$ cat config.mk
export PLATFORM = sky130hd
export DESIGN_NAME = serial_command_packet_deframer_core
export DESIGN_NICKNAME = d
export VERILOG_FILES = /design/src/rtl/scd_pkg.sv /design/src/rtl/scd_frame.sv /design/src/rtl/serial_command_packet_deframer_core.sv
export SDC_FILE = /design/constraint.sdc
export NUM_CORES = 1
export LEC_CHECK = 0
export BUFFER_PORTS_ARGS = -buffer_cell sky130_fd_sc_hd__clkbuf_2
export CAP_MARGIN = 20
export CORE_MARGIN = 10
export CORE_UTILIZATION = 44
export CTS_CLUSTER_DIAMETER = 150
export DETAILED_ROUTE_END_ITERATION = 10
export GPL_TIMING_DRIVEN = 0
export SYNTH_ARGS = -nofsm -noshare
export SYNTH_HDL_FRONTEND = slang
export SYNTH_SLANG_ARGS = --single-unit
export TNS_END_PERCENT = 100
$ cat constraint.sdc
create_clock -name clk -period 7.8 [get_ports clk]
set_input_delay 0.39 -clock clk [delete_from_list [all_inputs] [get_ports clk]]
set_output_delay 0.39 -clock clk [all_outputs]
set_load 0.02 [all_outputs]
$ cat src/rtl/scd_pkg.sv
// Shared constants, types and helpers for the serial command packet deframer.
package scd_pkg;

	localparam int BufferSize = 20;
	localparam int PosW = $clog2(BufferSize + 1);

	localparam logic [7:0] HeaderFirst = 8'h66;
	localparam logic [7:0] HeaderSecond = 8'hCC;
	localparam logic [7:0] LengthExtra = 8'd3;
	localparam logic [16:0] ValueOffset = 17'd32767;

	// Buffer positions that hold the two little-endian value words.
	localparam logic [PosW-1:0] ValueFirstPos = PosW'(4);
	localparam logic [PosW-1:0] ValueLastPos = PosW'(7);
	localparam logic [PosW-1:0] LengthPos = PosW'(3);
	localparam logic [PosW-1:0] HeaderEndPos = PosW'(2);
	localparam logic [PosW-1:0] BufferEnd = PosW'(BufferSize);

	localparam int InDataW = 8;
	localparam int OutFieldsW = 1 + 17 + 17;
	localparam int OutDataW = ((OutFieldsW + 7) / 8) * 8;

	typedef struct packed {
		logic               hit;
		logic               checksum_ok;
		logic signed [16:0] speed_hundredths;
		logic signed [16:0] steer_hundredths;
	} scd_result_t;

	// 16-bit word minus the mid-scale offset, kept as a 17-bit signed value.
	function automatic logic signed [16:0] word_minus_offset(input logic [7:0] lo,
			input logic [7:0] hi);
		logic [16:0] word;
		word = {1'b0, hi, lo};
		return $signed(word - ValueOffset);
	endfunction

endpackage

$ cat src/rtl/scd_frame.sv
// Packet framing state and per-byte decode: header hunt, length, checksum and values.
module scd_frame (
	input  logic                 clk,
	input  logic                 arst_n,
	input  logic                 step,
	input  logic [7:0]           rx_byte,
	output scd_pkg::scd_result_t result
);

	logic [scd_pkg::PosW-1:0] pos_q;
	logic                     in_packet_q;
	logic [7:0]               exp_len_q;
	logic [7:0]               prev_byte_q;
	logic [7:0]               sum_q;
	logic [7:0]               value_q [4];

	logic [7:0]               value_cur [4];
	logic [scd_pkg::PosW-1:0] pos_inc;
	logic [scd_pkg::PosW-1:0] pos_next;
	logic                     in_packet_next;
	logic [7:0]               exp_len_next;
	logic [7:0]               sum_next;
	logic                     is_header;
	logic                     is_length;
	logic                     is_last;
	logic                     ok;

	// The incoming byte is stored first, so a packet ending inside the value
	// field reports the byte just received.
	always_comb begin
		for (int i = 0; i < 4; i++) begin
			value_cur[i] = value_q[i];
		end
		if (pos_q >= scd_pkg::ValueFirstPos && pos_q <= scd_pkg::ValueLastPos) begin
			value_cur[2'(pos_q - scd_pkg::ValueFirstPos)] = rx_byte;
		end
	end

	assign pos_inc = pos_q + scd_pkg::PosW'(1);
	assign is_header = !in_packet_q && (pos_inc > scd_pkg::PosW'(1))
		&& (rx_byte == scd_pkg::HeaderSecond) && (prev_byte_q == scd_pkg::HeaderFirst);
	assign is_length = in_packet_q && (pos_inc == scd_pkg::LengthPos);
	assign is_last = in_packet_q && (8'(pos_inc) == exp_len_q);
	assign ok = (rx_byte == sum_q);

	always_comb begin
		pos_next = pos_inc;
		in_packet_next = in_packet_q;
		exp_len_next = exp_len_q;
		sum_next = sum_q;
		if (is_header) begin
			in_packet_next = 1'b1;
			pos_next = scd_pkg::HeaderEndPos;
		end else if (is_length) begin
			exp_len_next = rx_byte + scd_pkg::LengthExtra;
			sum_next = rx_byte;
		end else if (is_last) begin
			in_packet_next = 1'b0;
			if (pos_inc >= scd_pkg::BufferEnd) begin
				pos_next = '0;
			end
		end else begin
			if (in_packet_q) begin
				sum_next = sum_q + rx_byte;
			end
			if (pos_inc >= scd_pkg::BufferEnd) begin
				pos_next = '0;
				in_packet_next = 1'b0;
			end
		end
	end

	always_comb begin
		result.hit = !is_header && !is_length && is_last;
		result.checksum_ok = ok;
		result.speed_hundredths = ok ? scd_pkg::word_minus_offset(value_cur[0], value_cur[1])
			: '0;
		result.steer_hundredths = ok ? scd_pkg::word_minus_offset(value_cur[2], value_cur[3])
			: '0;
	end

	always_ff @(posedge clk or negedge arst_n) begin
		if (!arst_n) begin
			pos_q <= '0;
			in_packet_q <= 1'b0;
			exp_len_q <= '0;
			prev_byte_q <= '0;
			sum_q <= '0;
			for (int i = 0; i < 4; i++) begin
				value_q[i] <= '0;
			end
		end else if (step) begin
			pos_q <= pos_next;
			in_packet_q <= in_packet_next;
			exp_len_q <= exp_len_next;
			prev_byte_q <= rx_byte;
			sum_q <= sum_next;
			for (int i = 0; i < 4; i++) begin
				value_q[i] <= value_cur[i];
			end
		end
	end

endmodule

$ cat src/rtl/serial_command_packet_deframer_core.sv
// Top level of the serial command packet deframer: stream ports and pipeline registers.
//
// Usage: feed received serial bytes, one per transaction, on the slave stream
// (s_tvalid, s_tready, s_tdata). The block hunts for the header 0x66 0xCC,
// reads the length byte, keeps a running checksum and, when the last packet
// byte arrives, emits one result transaction on the master stream carrying
// the checksum status and the speed and steering values in hundredths.
// Bytes that do not end a packet produce no result transaction.
// Path: a byte is captured in an input register, decoded combinationally and
// its result is written to the output register when the decode stage advances,
// so a result is offered from the output register after the last byte is accepted.
// Throughput: one byte per cycle while no pending result is stalled, limited by the single decode stage
// between the input and output registers.
// Stall: when the receiver holds m_tready low, the pending result stays in
// the output register and the decode stage stops, so at most one more byte
// is taken into the input register before s_tready drops.
// Reset: arst_n clears the framing state, the position counter, the sum,
// the stored value bytes and both valid flags; no transaction is pending.
module serial_command_packet_deframer_core (
	input  logic                              clk,
	input  logic                              arst_n,
	input  logic                              s_tvalid,
	output logic                              s_tready,
	input  logic [scd_pkg::InDataW-1:0]       s_tdata,  // [7:0] rx_byte
	output logic                              m_tvalid,
	input  logic                              m_tready,
	// [0] checksum_ok, [17:1] speed_hundredths, [34:18] steer_hundredths, rest zero
	output logic [scd_pkg::OutDataW-1:0]      m_tdata
);

	logic                  valid_s1;
	logic [7:0]            byte_s1;
	logic                  out_valid_q;
	logic [scd_pkg::OutFieldsW-1:0] out_data_q;
	logic                  advance;
	scd_pkg::scd_result_t  result;

	assign advance = valid_s1 && (!out_valid_q || m_tready);
	assign s_tready = !valid_s1 || advance;

	always_ff @(posedge clk or negedge arst_n) begin
		if (!arst_n) begin
			valid_s1 <= 1'b0;
		end else if (s_tready) begin
			valid_s1 <= s_tvalid;
		end
	end

	always_ff @(posedge clk) begin
		if (s_tready && s_tvalid) begin
			byte_s1 <= s_tdata[7:0];
		end
	end

	scd_frame u_frame (
		.clk     (clk),
		.arst_n  (arst_n),
		.step    (advance),
		.rx_byte (byte_s1),
		.result  (result)
	);

	always_ff @(posedge clk or negedge arst_n) begin
		if (!arst_n) begin
			out_valid_q <= 1'b0;
		end else if (advance) begin
			out_valid_q <= result.hit;
		end else if (m_tready) begin
			out_valid_q <= 1'b0;
		end
	end

	always_ff @(posedge clk) begin
		if (advance && result.hit) begin
			out_data_q <= {result.steer_hundredths, result.speed_hundredths,
				result.checksum_ok};
		end
	end

	assign m_tvalid = out_valid_q;
	assign m_tdata = {{(scd_pkg::OutDataW - scd_pkg::OutFieldsW){1'b0}}, out_data_q};

endmodule

### After elaboration in Yosys (flattened, before gate mapping)

Cells that the tools add are included.

| word-level totals | value |
|---|---|
| output and inout port bits | 42 |
| word-level logic and storage cells | 76 |
| flip-flop bits (word level) | 107 |
| input bits | 12 |

| operators by class | value |
|---|---|
| add/subtract/negate cells | 6 |
| muxes and demuxes | 16 |
| eq/ne operators | 7 |
| $lt $le $gt $ge | 6 |
| reduce and logical (&&, ||, !) cells | 25 |
| bitwise gates (word level) | 2 |

Operators by type and width:

| operator | number |
|---|---|
| 16-bit by 15-bit subtractor with 17-bit output (second input constant) | 2 |
| 32-bit bitwise mux | 1 |
| 32-bit two-way mux | 1 |
| 8-bit two-way mux | 4 |
| 8-bit demux with 2-bit select | 1 |
| 5-bit two-way mux | 3 |
| 1-bit logical AND | 12 |
| 8-bit by 2-bit adder with 8-bit output (second input constant) | 1 |
| 8-bit adder | 1 |
| 5-bit by 8-bit equality test with 1-bit output | 1 |
| 8-bit by 7-bit equality test with 1-bit output (second input constant) | 1 |
| 8-bit equality test | 1 |
| 8-bit equality test (second input constant) | 1 |
| 1-bit two-way mux | 6 |
| 3-bit AND reduction | 2 |
| 5-bit by 1-bit adder with 5-bit output (second input constant) | 1 |
| 5-bit by 2-bit equality test with 1-bit output (second input constant) | 1 |
| 5-bit by 3-bit >= comparator with 1-bit output (second input constant) | 1 |
| 5-bit >= comparator (second input constant) | 1 |
| 5-bit by 1-bit > comparator with 1-bit output (second input constant) | 1 |
| 5-bit by 3-bit <= comparator with 1-bit output (second input constant) | 1 |
| 1-bit logical NOT | 5 |
| 2-bit by 1-bit != test with 1-bit output (second input constant) | 2 |
| 4-bit AND reduction | 1 |
| other kinds (8) | 10 |

### Longest topological paths before layout

Gate-level depths: netlist of run 1.

| depth | value |
|---|---|
| word-level depth | 9 |
| gate-level depth with buffers | 15 |
| mapped depth without buffers | 12 |

### Cells and area by module

From an unflattened synthesis of run 1, not the netlist that was laid out.

| unflattened totals | value |
|---|---|
| cells, all modules | 595 |
| area, all modules | 6,185.9 um2 |

By module, submodules not included:

| module | cells each | area each (um2) | sequential area each (um2) | times used |
|---|---|---|---|---|
| scd_frame | 536 | 4,744.6 | 1,551.5 | 1 |
| serial_command_packet_deframer_core | 59 | 1,441.4 | 1,341.3 | 1 |

### Least setup slack after synthesis of run 1

OpenSTA, ideal clock, no wires.

| timing path | value |
|---|---|
| path kind | flip-flop to flip-flop |
| start | register u_frame.pos_q[1] (netlist bit) |
| end | register out_data_q[0] (netlist bit) (enable) |
| slack | 4.162 ns |
| data required time | 7.373 ns |
| arrival time | 3.211 ns |
| cell stages (with the launch flop) | 9 |
| period minus slack after synthesis | 3.638 ns |
| path buffers | 2 |
| library setup time | 0.427 ns |
| cell sequence | dfrtp_1 -> ha_1 -> buf_2 -> nand2_1 -> a21oi_2 -> o211ai_2 -> clkbuf_1 -> nand2_1 -> nor2_1 |

| between the ends | value |
|---|---|
| word-level cells in the longest chain between the ends | 9 |
| elaborated cells on any way between the ends | 14 |
| classes of those cells | add/sub: 1; order compare: 1; eq/ne: 2; reduce/logical: 10 |

RTL lines:

| element | RTL line | RTL |
|---|---|---|
| from (decl) | scd_frame.sv:10 | `logic [scd_pkg::PosW-1:0] pos_q;` |
| from (signal assigned) | scd_frame.sv:93 | `pos_q <= pos_next;` |
| 5-bit by 1-bit adder with 5-bit output * | scd_frame.sv:39 | `assign pos_inc = pos_q + scd_pkg::PosW'(1);` |
| 5-bit by 1-bit > comparator with 1-bit output | scd_frame.sv:40 | `assign is_header = !in_packet_q && (pos_inc > scd_pkg::PosW'(1))` |
| 1-bit logical AND | scd_frame.sv:40 |  |
| 1-bit logical AND (2 in a row) | scd_frame.sv:41 | `&& (rx_byte == scd_pkg::HeaderSecond) && (prev_byte_q == scd_pkg::HeaderFirst);` |
| 1-bit logical NOT | scd_frame.sv:74 | `result.hit = !is_header && !is_length && is_last;` |
| 1-bit logical AND | scd_frame.sv:74 |  |
| 1-bit logical AND * | scd_frame.sv:74 |  |
| 1-bit logical AND * | serial_command_packet_deframer_core.sv:74 | `if (advance && result.hit) begin` |
| to (signal assigned) | serial_command_packet_deframer_core.sv:75 | `out_data_q <= {result.steer_hundredths, result.speed_hundredths,` |
| to (decl) | serial_command_packet_deframer_core.sv:34 | `logic [scd_pkg::OutFieldsW-1:0] out_data_q;` |

Every way passes the cells marked *; elsewhere a longest branch is shown, timed or not.
A chain may end at the register's enable or synchronous reset.

==> qor.csv, run 1 <==
metric,value,unit
syn-cell-area,0.00602,sq mm
cts_max_level,3,
grt_pass1_vias,4583,
period_needed,3690,ps
dr_wl_met3,998,um
rsz0062_at_grt,false,
cp-end-kind,flip-flop,
synth-main-ff-cell,dfrtp_1,
initial_core_util,0.451,
grt_pass1_wl,24400,um
critPathKind,flip-flop to flip-flop,
reg2reg_setup_slack,4110,ps
met1Wirelength,6990,um
cts-resized-gates,0,
power,1.74,mW
portBuffers,48,
drt_iter0_drc,329,
drtAntennaViolNets,0,
via_per_inst,5.50,
seq_area,0.00289,sq mm
wl_per_cell,18.3,um
max-vdd-ir-drop,0.113,mV
final_core_util,0.516,
fmax,0.271,GHz
synth.avg_cell_area,10.2,sq um
dp_slack,4190,ps
cts_tree,yes,
routed_wl,15200,um
clock_latency,360,ps
multiInputGateArea,0.00292,sq mm
timing.rr.end,out_data_q[7],
die_w,137,um
hold_viol_final,0,
wl_met2,6980,um
antenna_cells,0,
ys_types,66,
yosysTopAreaCell,dfrtp_1,
setup_slack,4110,ps
nFillCells,1262,
drcViolationCount,0,
grt.total_usage,0.165,
fin_setup_tns,0,ps
grt_max_degree,65,
clk_path_buf_depth,2,
hp-class,primary input to asynchronous set/reset pin,
synth_top_area_frac,0.266,
crit_required,7990,ps
endpoint,out_data_q[7],
power.density,253,mW/mm^2
fp.coreArea,0.0133,sq mm
power.leakage,2.90,nW
clkTransAtPathRegs,70,ps
overflow,0,
finalSetupViolations,0,
holdBufCountCts,0,
max_slew_margin,0.515,
ios,54,
dp_hpwl,11000,um
yosysWarnings,0,
fin_skew,5.76,ps
antenna_found_initial,0,
status,completed,
period_share,0.473,
synth_seq_area_share,0.480,
syn_inst,588,
synth_edf_count,43,
post_cts_buffers,0,
path_max_fanout,10,
numCtsBuffers,9,
cap_violations,0,
place_area,0.00656,sq mm
die_h,137,um
r2r-start,u_frame.pos_q[1],
finalInstanceArea,0.00689,sq mm
crit_start,u_frame.pos_q[1],
final_nets,681,
highest_layer,met4,
async_reset_ff_frac,0.598,
route.vias.total,4588,
netlist_top_cells_area,"dfrtp_1, edfxtp_1, mux2_2",
cts.sinks,107,
drive_gt1_frac,0.190,
design.die.area,0.0188,sq mm
cp-start-kind,flip-flop,
synth_seq_cells,107,
slew_viol_final,0,
cp.arrival,3880,ps
rows,42,
root_buffer,clkbuf_16,
syn2layout_area_growth,14.4,%
firstDrtPassIters,5,
gpl.final_weighted_congestion,0.846,
tightest_slew,727,ps
reg2reg_depth,12,
-- worst min-delay path by stage --
stage                                        end  slack, ps  cells past startpoint                   start
after detailed placement                m_tvalid        450                      2                  arst_n
after floorplan                         m_tvalid         90                      0                  arst_n
after global placement    u_frame.prev_byte_q[4]        450                      2  u_frame.prev_byte_q[4]
after CTS                       u_frame.pos_q[3]         80                      2                  arst_n
after global routing                    valid_s1         80                      2                  arst_n
final                                   valid_s1         60                      2                  arst_n
-- area by class of cell --
class,count,share of cell area
flip-flops and latches,107,0.420
inverters,15,0.00817
repair buffers,50,0.0421
well taps,176,0.0320
multi-input cells,433,0.423
clock buffers,11,0.0338
clock inverters,5,0.0147
plain buffers,37,0.0261
-- synth_stat cells (3+ instances only) --
master / n
nand4_1: 6
ha_1: 15
dfrtp_1: 64
nor4_1: 5
buf_2: 9
clkbuf_1: 18
and2_1: 5
nor3_1: 16
o31ai_1: 5
nand2b_1: 3
a211oi_1: 8
xnor2_1: 27
nand2_1: 65
and3_1: 9
o21a_1: 3
buf_4: 6
a21oi_1: 16
edfxtp_1: 43
o21ai_0: 33
xor2_1: 15
a31oi_1: 4
a221oi_1: 3
buf_1: 3
mux2_2: 34
mux2i_1: 20
nand3_1: 25
inv_1: 15
nor2_1: 61
or3_1: 3
nor2b_1: 3
nand3b_1: 4
-- critical path: stages (launching register included) --
cell	delay (ps)
dfrtp_1	500
ha_1	240
and3b_1	310
nand3b_1	270
buf_1	450
clkbuf_1	370
nand2_1	90
o21ai_0	210
ha_1	420
nand3_1	180
xnor2_1	200
nor2_1	60
a211oi_1	220
-- flip-flops by register name (all words and copies together), names as in the netlist --
name                 count
m_tvalid                 1
u_frame.sum_q            8
u_frame.value_q         32
u_frame.exp_len_q        8
u_frame.in_packet_q      1
valid_s1                 1
u_frame.prev_byte_q      8
byte_s1                  8
u_frame.pos_q            5
out_data_q              35
-- power breakdown --
part / switching [mW] / internal [mW] / total, mW / leakage (nW)
clock: 0.205 / 0.313 / 0.518 / 0.157
combinational: 0.261 / 0.199 / 0.460 / 1.52
sequential: 0.0939 / 0.671 / 0.765 / 1.22
total: 0.560 / 1.18 / 1.74 / 2.90
-- cell usage in the layout, fill, tap and decap left out, drive strengths merged, types with 3 or more instances in the layout --
cell | synthesis | final
buf | 19 | 21
dfrtp | 64 | 64
a21oi | 17 | 17
nor2 | 61 | 61
ha | 15 | 15
o21a | 3 | 3
inv | 15 | 15
nor3b | 3 | 3
and3 | 9 | 9
o211ai | 3 | 3
nand2 | 65 | 65
a211oi | 9 | 9
clkbuf | 18 | 77
nor3 | 16 | 16
nand3b | 4 | 4
xor2 | 15 | 15
mux2i | 20 | 20
bufinv | 0 | 3
a221oi | 3 | 3
nor4 | 5 | 5
and2 | 5 | 5
nor2b | 3 | 3
conb | 1 | 5
nand4 | 6 | 6
nand3 | 26 | 26
or3 | 3 | 3
xnor2 | 27 | 27
o31ai | 5 | 5
nand2b | 3 | 3
mux2 | 34 | 34
o21ai | 33 | 33
a31oi | 4 | 4
edfxtp | 43 | 43
-- per-stage QoR --
stage	instances	hold WS, ps
after floorplan	592	94.4
after global placement	816	454
after detailed placement	818	451
after CTS	834	76.4
after global routing	834	83.9
final	834	56.6
-- routing by layer --
metal,vias to the layer above,track usage
li1,2228,-
met1,2197,0.221
met2,143,0.261
met3,20,0.0323
met4,0,0.0609
met5,-,0
-- kinds of logic (layout without fill, tap and decap cells) --
family	after synthesis	in the layout	synth area share
and+or+nand+nor	221	221	0.178
DFF	107	107	0.480
AOI/OAI and AO/OA	93	93	0.102
muxes	54	54	0.0968
buffers and inverters	52	118	0.0393
xor gates and xnor gates	44	44	0.0688
adders and majority gates	16	16	0.0345
other	1	5	0.000623
No activity file was read; power rests on OpenSTA's default activity.
==> inputs of run 2 (changes only) <==
Settings changed: ABC_AREA set to 1.
Clock period 7.8 ns to 3.1 ns, I/O delays scaled along.
==> qor.csv, run 2 <==
metric,value,unit,change
status,completed,,
grt_pass1_wl,27100,um,+11%
yosysWarnings,0,,unchanged
top_register,out_data_q,,
cp-start-kind,flip-flop,,
antenna_found_initial,0,,unchanged
grt_max_degree,49,,-25%
async_reset_ff_frac,0.598,,unchanged
design.die.area,0.0194,sq mm,+3.4%
syn-cell-area,0.00626,sq mm,+4.0%
die_h,139,um,+1.7%
portBuffers,48,,unchanged
min-delay-start,s_tvalid,,
grt_pass1_vias,5265,,+15%
via_per_inst,5.18,,-5.9%
max-vdd-ir-drop,0.305,mV,+170%
routed_wl,16300,um,+6.9%
die_w,139,um,+1.7%
netlist_top_cells_count,"nand2_1, inv_1, o21ai_0, dfrtp_1, nor2_1",,
ios,54,,unchanged
syn_inst,784,,+33%
max_slew_margin,0.526,,+0.0102
crit_top_cell,nand2_1,,
path_max_fanout,10,,unchanged
antenna_cells,0,,unchanged
synth_seq_area_share,0.462,,-0.0185
hold_viol_final,0,,unchanged
cp-end-kind,flip-flop,,
placed_cells,1017,,+24%
largest_reg_flops,35,,unchanged
place_area,0.00678,sq mm,+3.5%
hold_path_end,valid_s1,,
tightest_slew,704,ps,-22.7 ps
fin_setup_tns,0,ps,unchanged
gpl.final_weighted_congestion,0.954,,+13%
numCtsBuffers,9,,unchanged
drt_iter0_drc,424,,+29%
layout_commonest_cell,nand2_1,,
fp.coreArea,0.0139,sq mm,+4.4%
max_stage_delay,480,ps,-20 ps
finalInstanceArea,0.00726,sq mm,+5.3%
root_buffer,clkbuf_16,,
wl_per_cell,15.6,um,-15%
synth.avg_cell_area,7.99,sq um,-22%
cts_tree,yes,,
synth_seq_cells,107,,unchanged
dp_slack,-64.0,ps,-4250 ps
rsz0062_at_grt,true,,
ys_types,44,,-33%
hp-class,primary input to flip-flop,,
timing.rr.end,out_data_q[17],,
clock_latency,360,ps,about the same
r2r-start,u_frame.pos_q[1],,
period_needed,2880,ps,-812 ps
grt.total_usage,0.169,,+0.00371
drcViolationCount,0,,unchanged
top_regs,"out_data_q: 35 flops, u_frame.value_q: 32 flops",,
final_cell_mix,"nand2_1, inv_1, o21ai_0",,
slew_viol_final,0,,unchanged
finalSetupViolations,0,,unchanged
reg2reg_setup_slack,220,ps,-3890 ps
fmax,0.348,GHz,+28%
syn2layout_area_growth,15.8,%,
holdWs,23.2,ps,-33.4 ps
crit_required,3180,ps,-4810 ps
final_nets,886,,+30%
netlist_top_cells_area,"dfrtp_1, edfxtp_1, nand2_1",,
worstHoldPathCells,3,,
setup_slack,223,ps,-3890 ps
fin_skew,9.13,ps,+3.36 ps
synth_edf_count,43,,unchanged
synth_top_area_frac,0.256,,-0.0102
synth_most_common_cell,nand2_1,,
fin_cells,1043,,+25%
slowest_stage,dfrtp_1,,
overflow,0,,unchanged
power.density,787,mW/mm^2,+210%
drive_gt1_frac,0.167,,-0.0231
initial_core_util,0.450,,-0.00167
period_share,0.928,,+0.455
reg2reg_depth,15,,+3
drtAntennaViolNets,0,,unchanged
clk_path_buf_depth,2,,unchanged
yosysTopAreaCell,dfrtp_1,,
cap_violations,0,,unchanged
power,5.71,mW,+230%
cts.sinks,107,,unchanged
route.vias.total,5400,,+18%
cp.arrival,2960,ps,-920 ps
final_core_util,0.521,,+0.00448
synth-main-ff-cell,dfrtp_1,,
power.leakage,3.42,nW,+18%
cp_cell_sequence,ha_1 -> inv_1 -> nand4_4 -> clkbuf_1 -> nand3_1 -> nand2_1 -> inv_2 -> ha_1 -> inv_1 -> nor2_4 -> nand2_1 -> nor2_2 -> nand2_1 -> o21ai_2 -> nor2_1,,
critPathKind,flip-flop to flip-flop,,
rows,43,,+2.4%
clkTransAtPathRegs,70,ps,about the same
firstDrtPassIters,5,,unchanged
nFillCells,1299,,+2.9%
cts_max_level,3,,unchanged
dp_hpwl,11800,um,+7.5%
-- run 2: changes by cell type in the layout (fill, tap and decap cells not counted), sizes merged, moves of 9 or more --
cell	before	now
nand2	65	219
and3	9	0
inv	15	97
a211oi	9	0
dlygate4sd3	0	9
mux2	34	0
nor2	61	75
mux2i	20	0
xnor2	27	3
o21ai	33	102
nand3	26	49
-- run 2: area by class of cell --
cell class	count	area, sq um	share of cell area
sequential	107	2890	0.399
buffer	30	169	0.0233
clock inverter	5	100	0.0138
inverter	99	372	0.0512
multi-input combinational	552	2870	0.396
timing repair buffer	59	380	0.0524
tap	180	225	0.0310
clock buffer	11	243	0.0335
-- run 2: cells by family (layout without fill, tap and decap cells) --
logic type               after synthesis  in the layout  share of synthesized area
AND/OR/NAND/NOR                      370            371                      0.274
AO/OA/AOI/OAI                        144            144                      0.122
buffers and inverters                130            204                     0.0867
flip-flops                           107            107                      0.462
adder cells (fa/ha/maj)               16             16                     0.0332
XOR/XNOR                              16             16                     0.0224
other                                  1              5                   0.000599
-- run 2: critical path, delay by kind of cell, from the launching register on --
family | cells | cell delay, ps
and+or+nand+nor | 8 | 1000
buffers and inverters | 4 | 560
DFF | 1 | 480
adders and majority gates | 2 | 410
AOI/OAI and AO/OA | 1 | 130
-- run 2: power breakdown --
| group | switching [mW] | internal (mW) |
|---|---|---|
| Clock | 0.526 | 0.810 |
| Combinational | 1.68 | 0.782 |
| Sequential | 0.204 | 1.71 |
-- run 2: repair_timing --
item / 4_1_cts / 5_1_grt
buffers inserted: 0 / 1
hold buffers: 9 / 0
gates resized for setup: 1 / 7
endpoints found under the setup margin: 37 / 45
gates cloned: 1 / 0
endpoints found under the hold margin: 24 / 0
pin swaps: 1 / 1
-- run 2: routing by layer --
layer / routed length [um] / GRT usage / share of wire / vias to the layer above
li1: - / - / - / 2700
met5: 0 / 0 / 0 / -
met2: 7680 / 0.273 / 0.47 / 151
met4: 307 / 0.0621 / 0.019 / 0
met1: 7310 / 0.220 / 0.45 / 2531
met3: 998 / 0.0320 / 0.061 / 18
-- run 2: worst max-delay path by stage --
stage / startpoint / end / slack, ps
floorplan: u_frame.pos_q[0] / out_data_q[0] / 190
detailed placement: u_frame.pos_q[0] / out_data_q[8] / -60
CTS: u_frame.pos_q[0] / out_data_q[34] / 10
global route: u_frame.pos_q[1] / out_data_q[17] / -7
global placement: u_frame.pos_q[0] / out_data_q[2] / -450
finish: u_frame.pos_q[1] / out_data_q[17] / 220
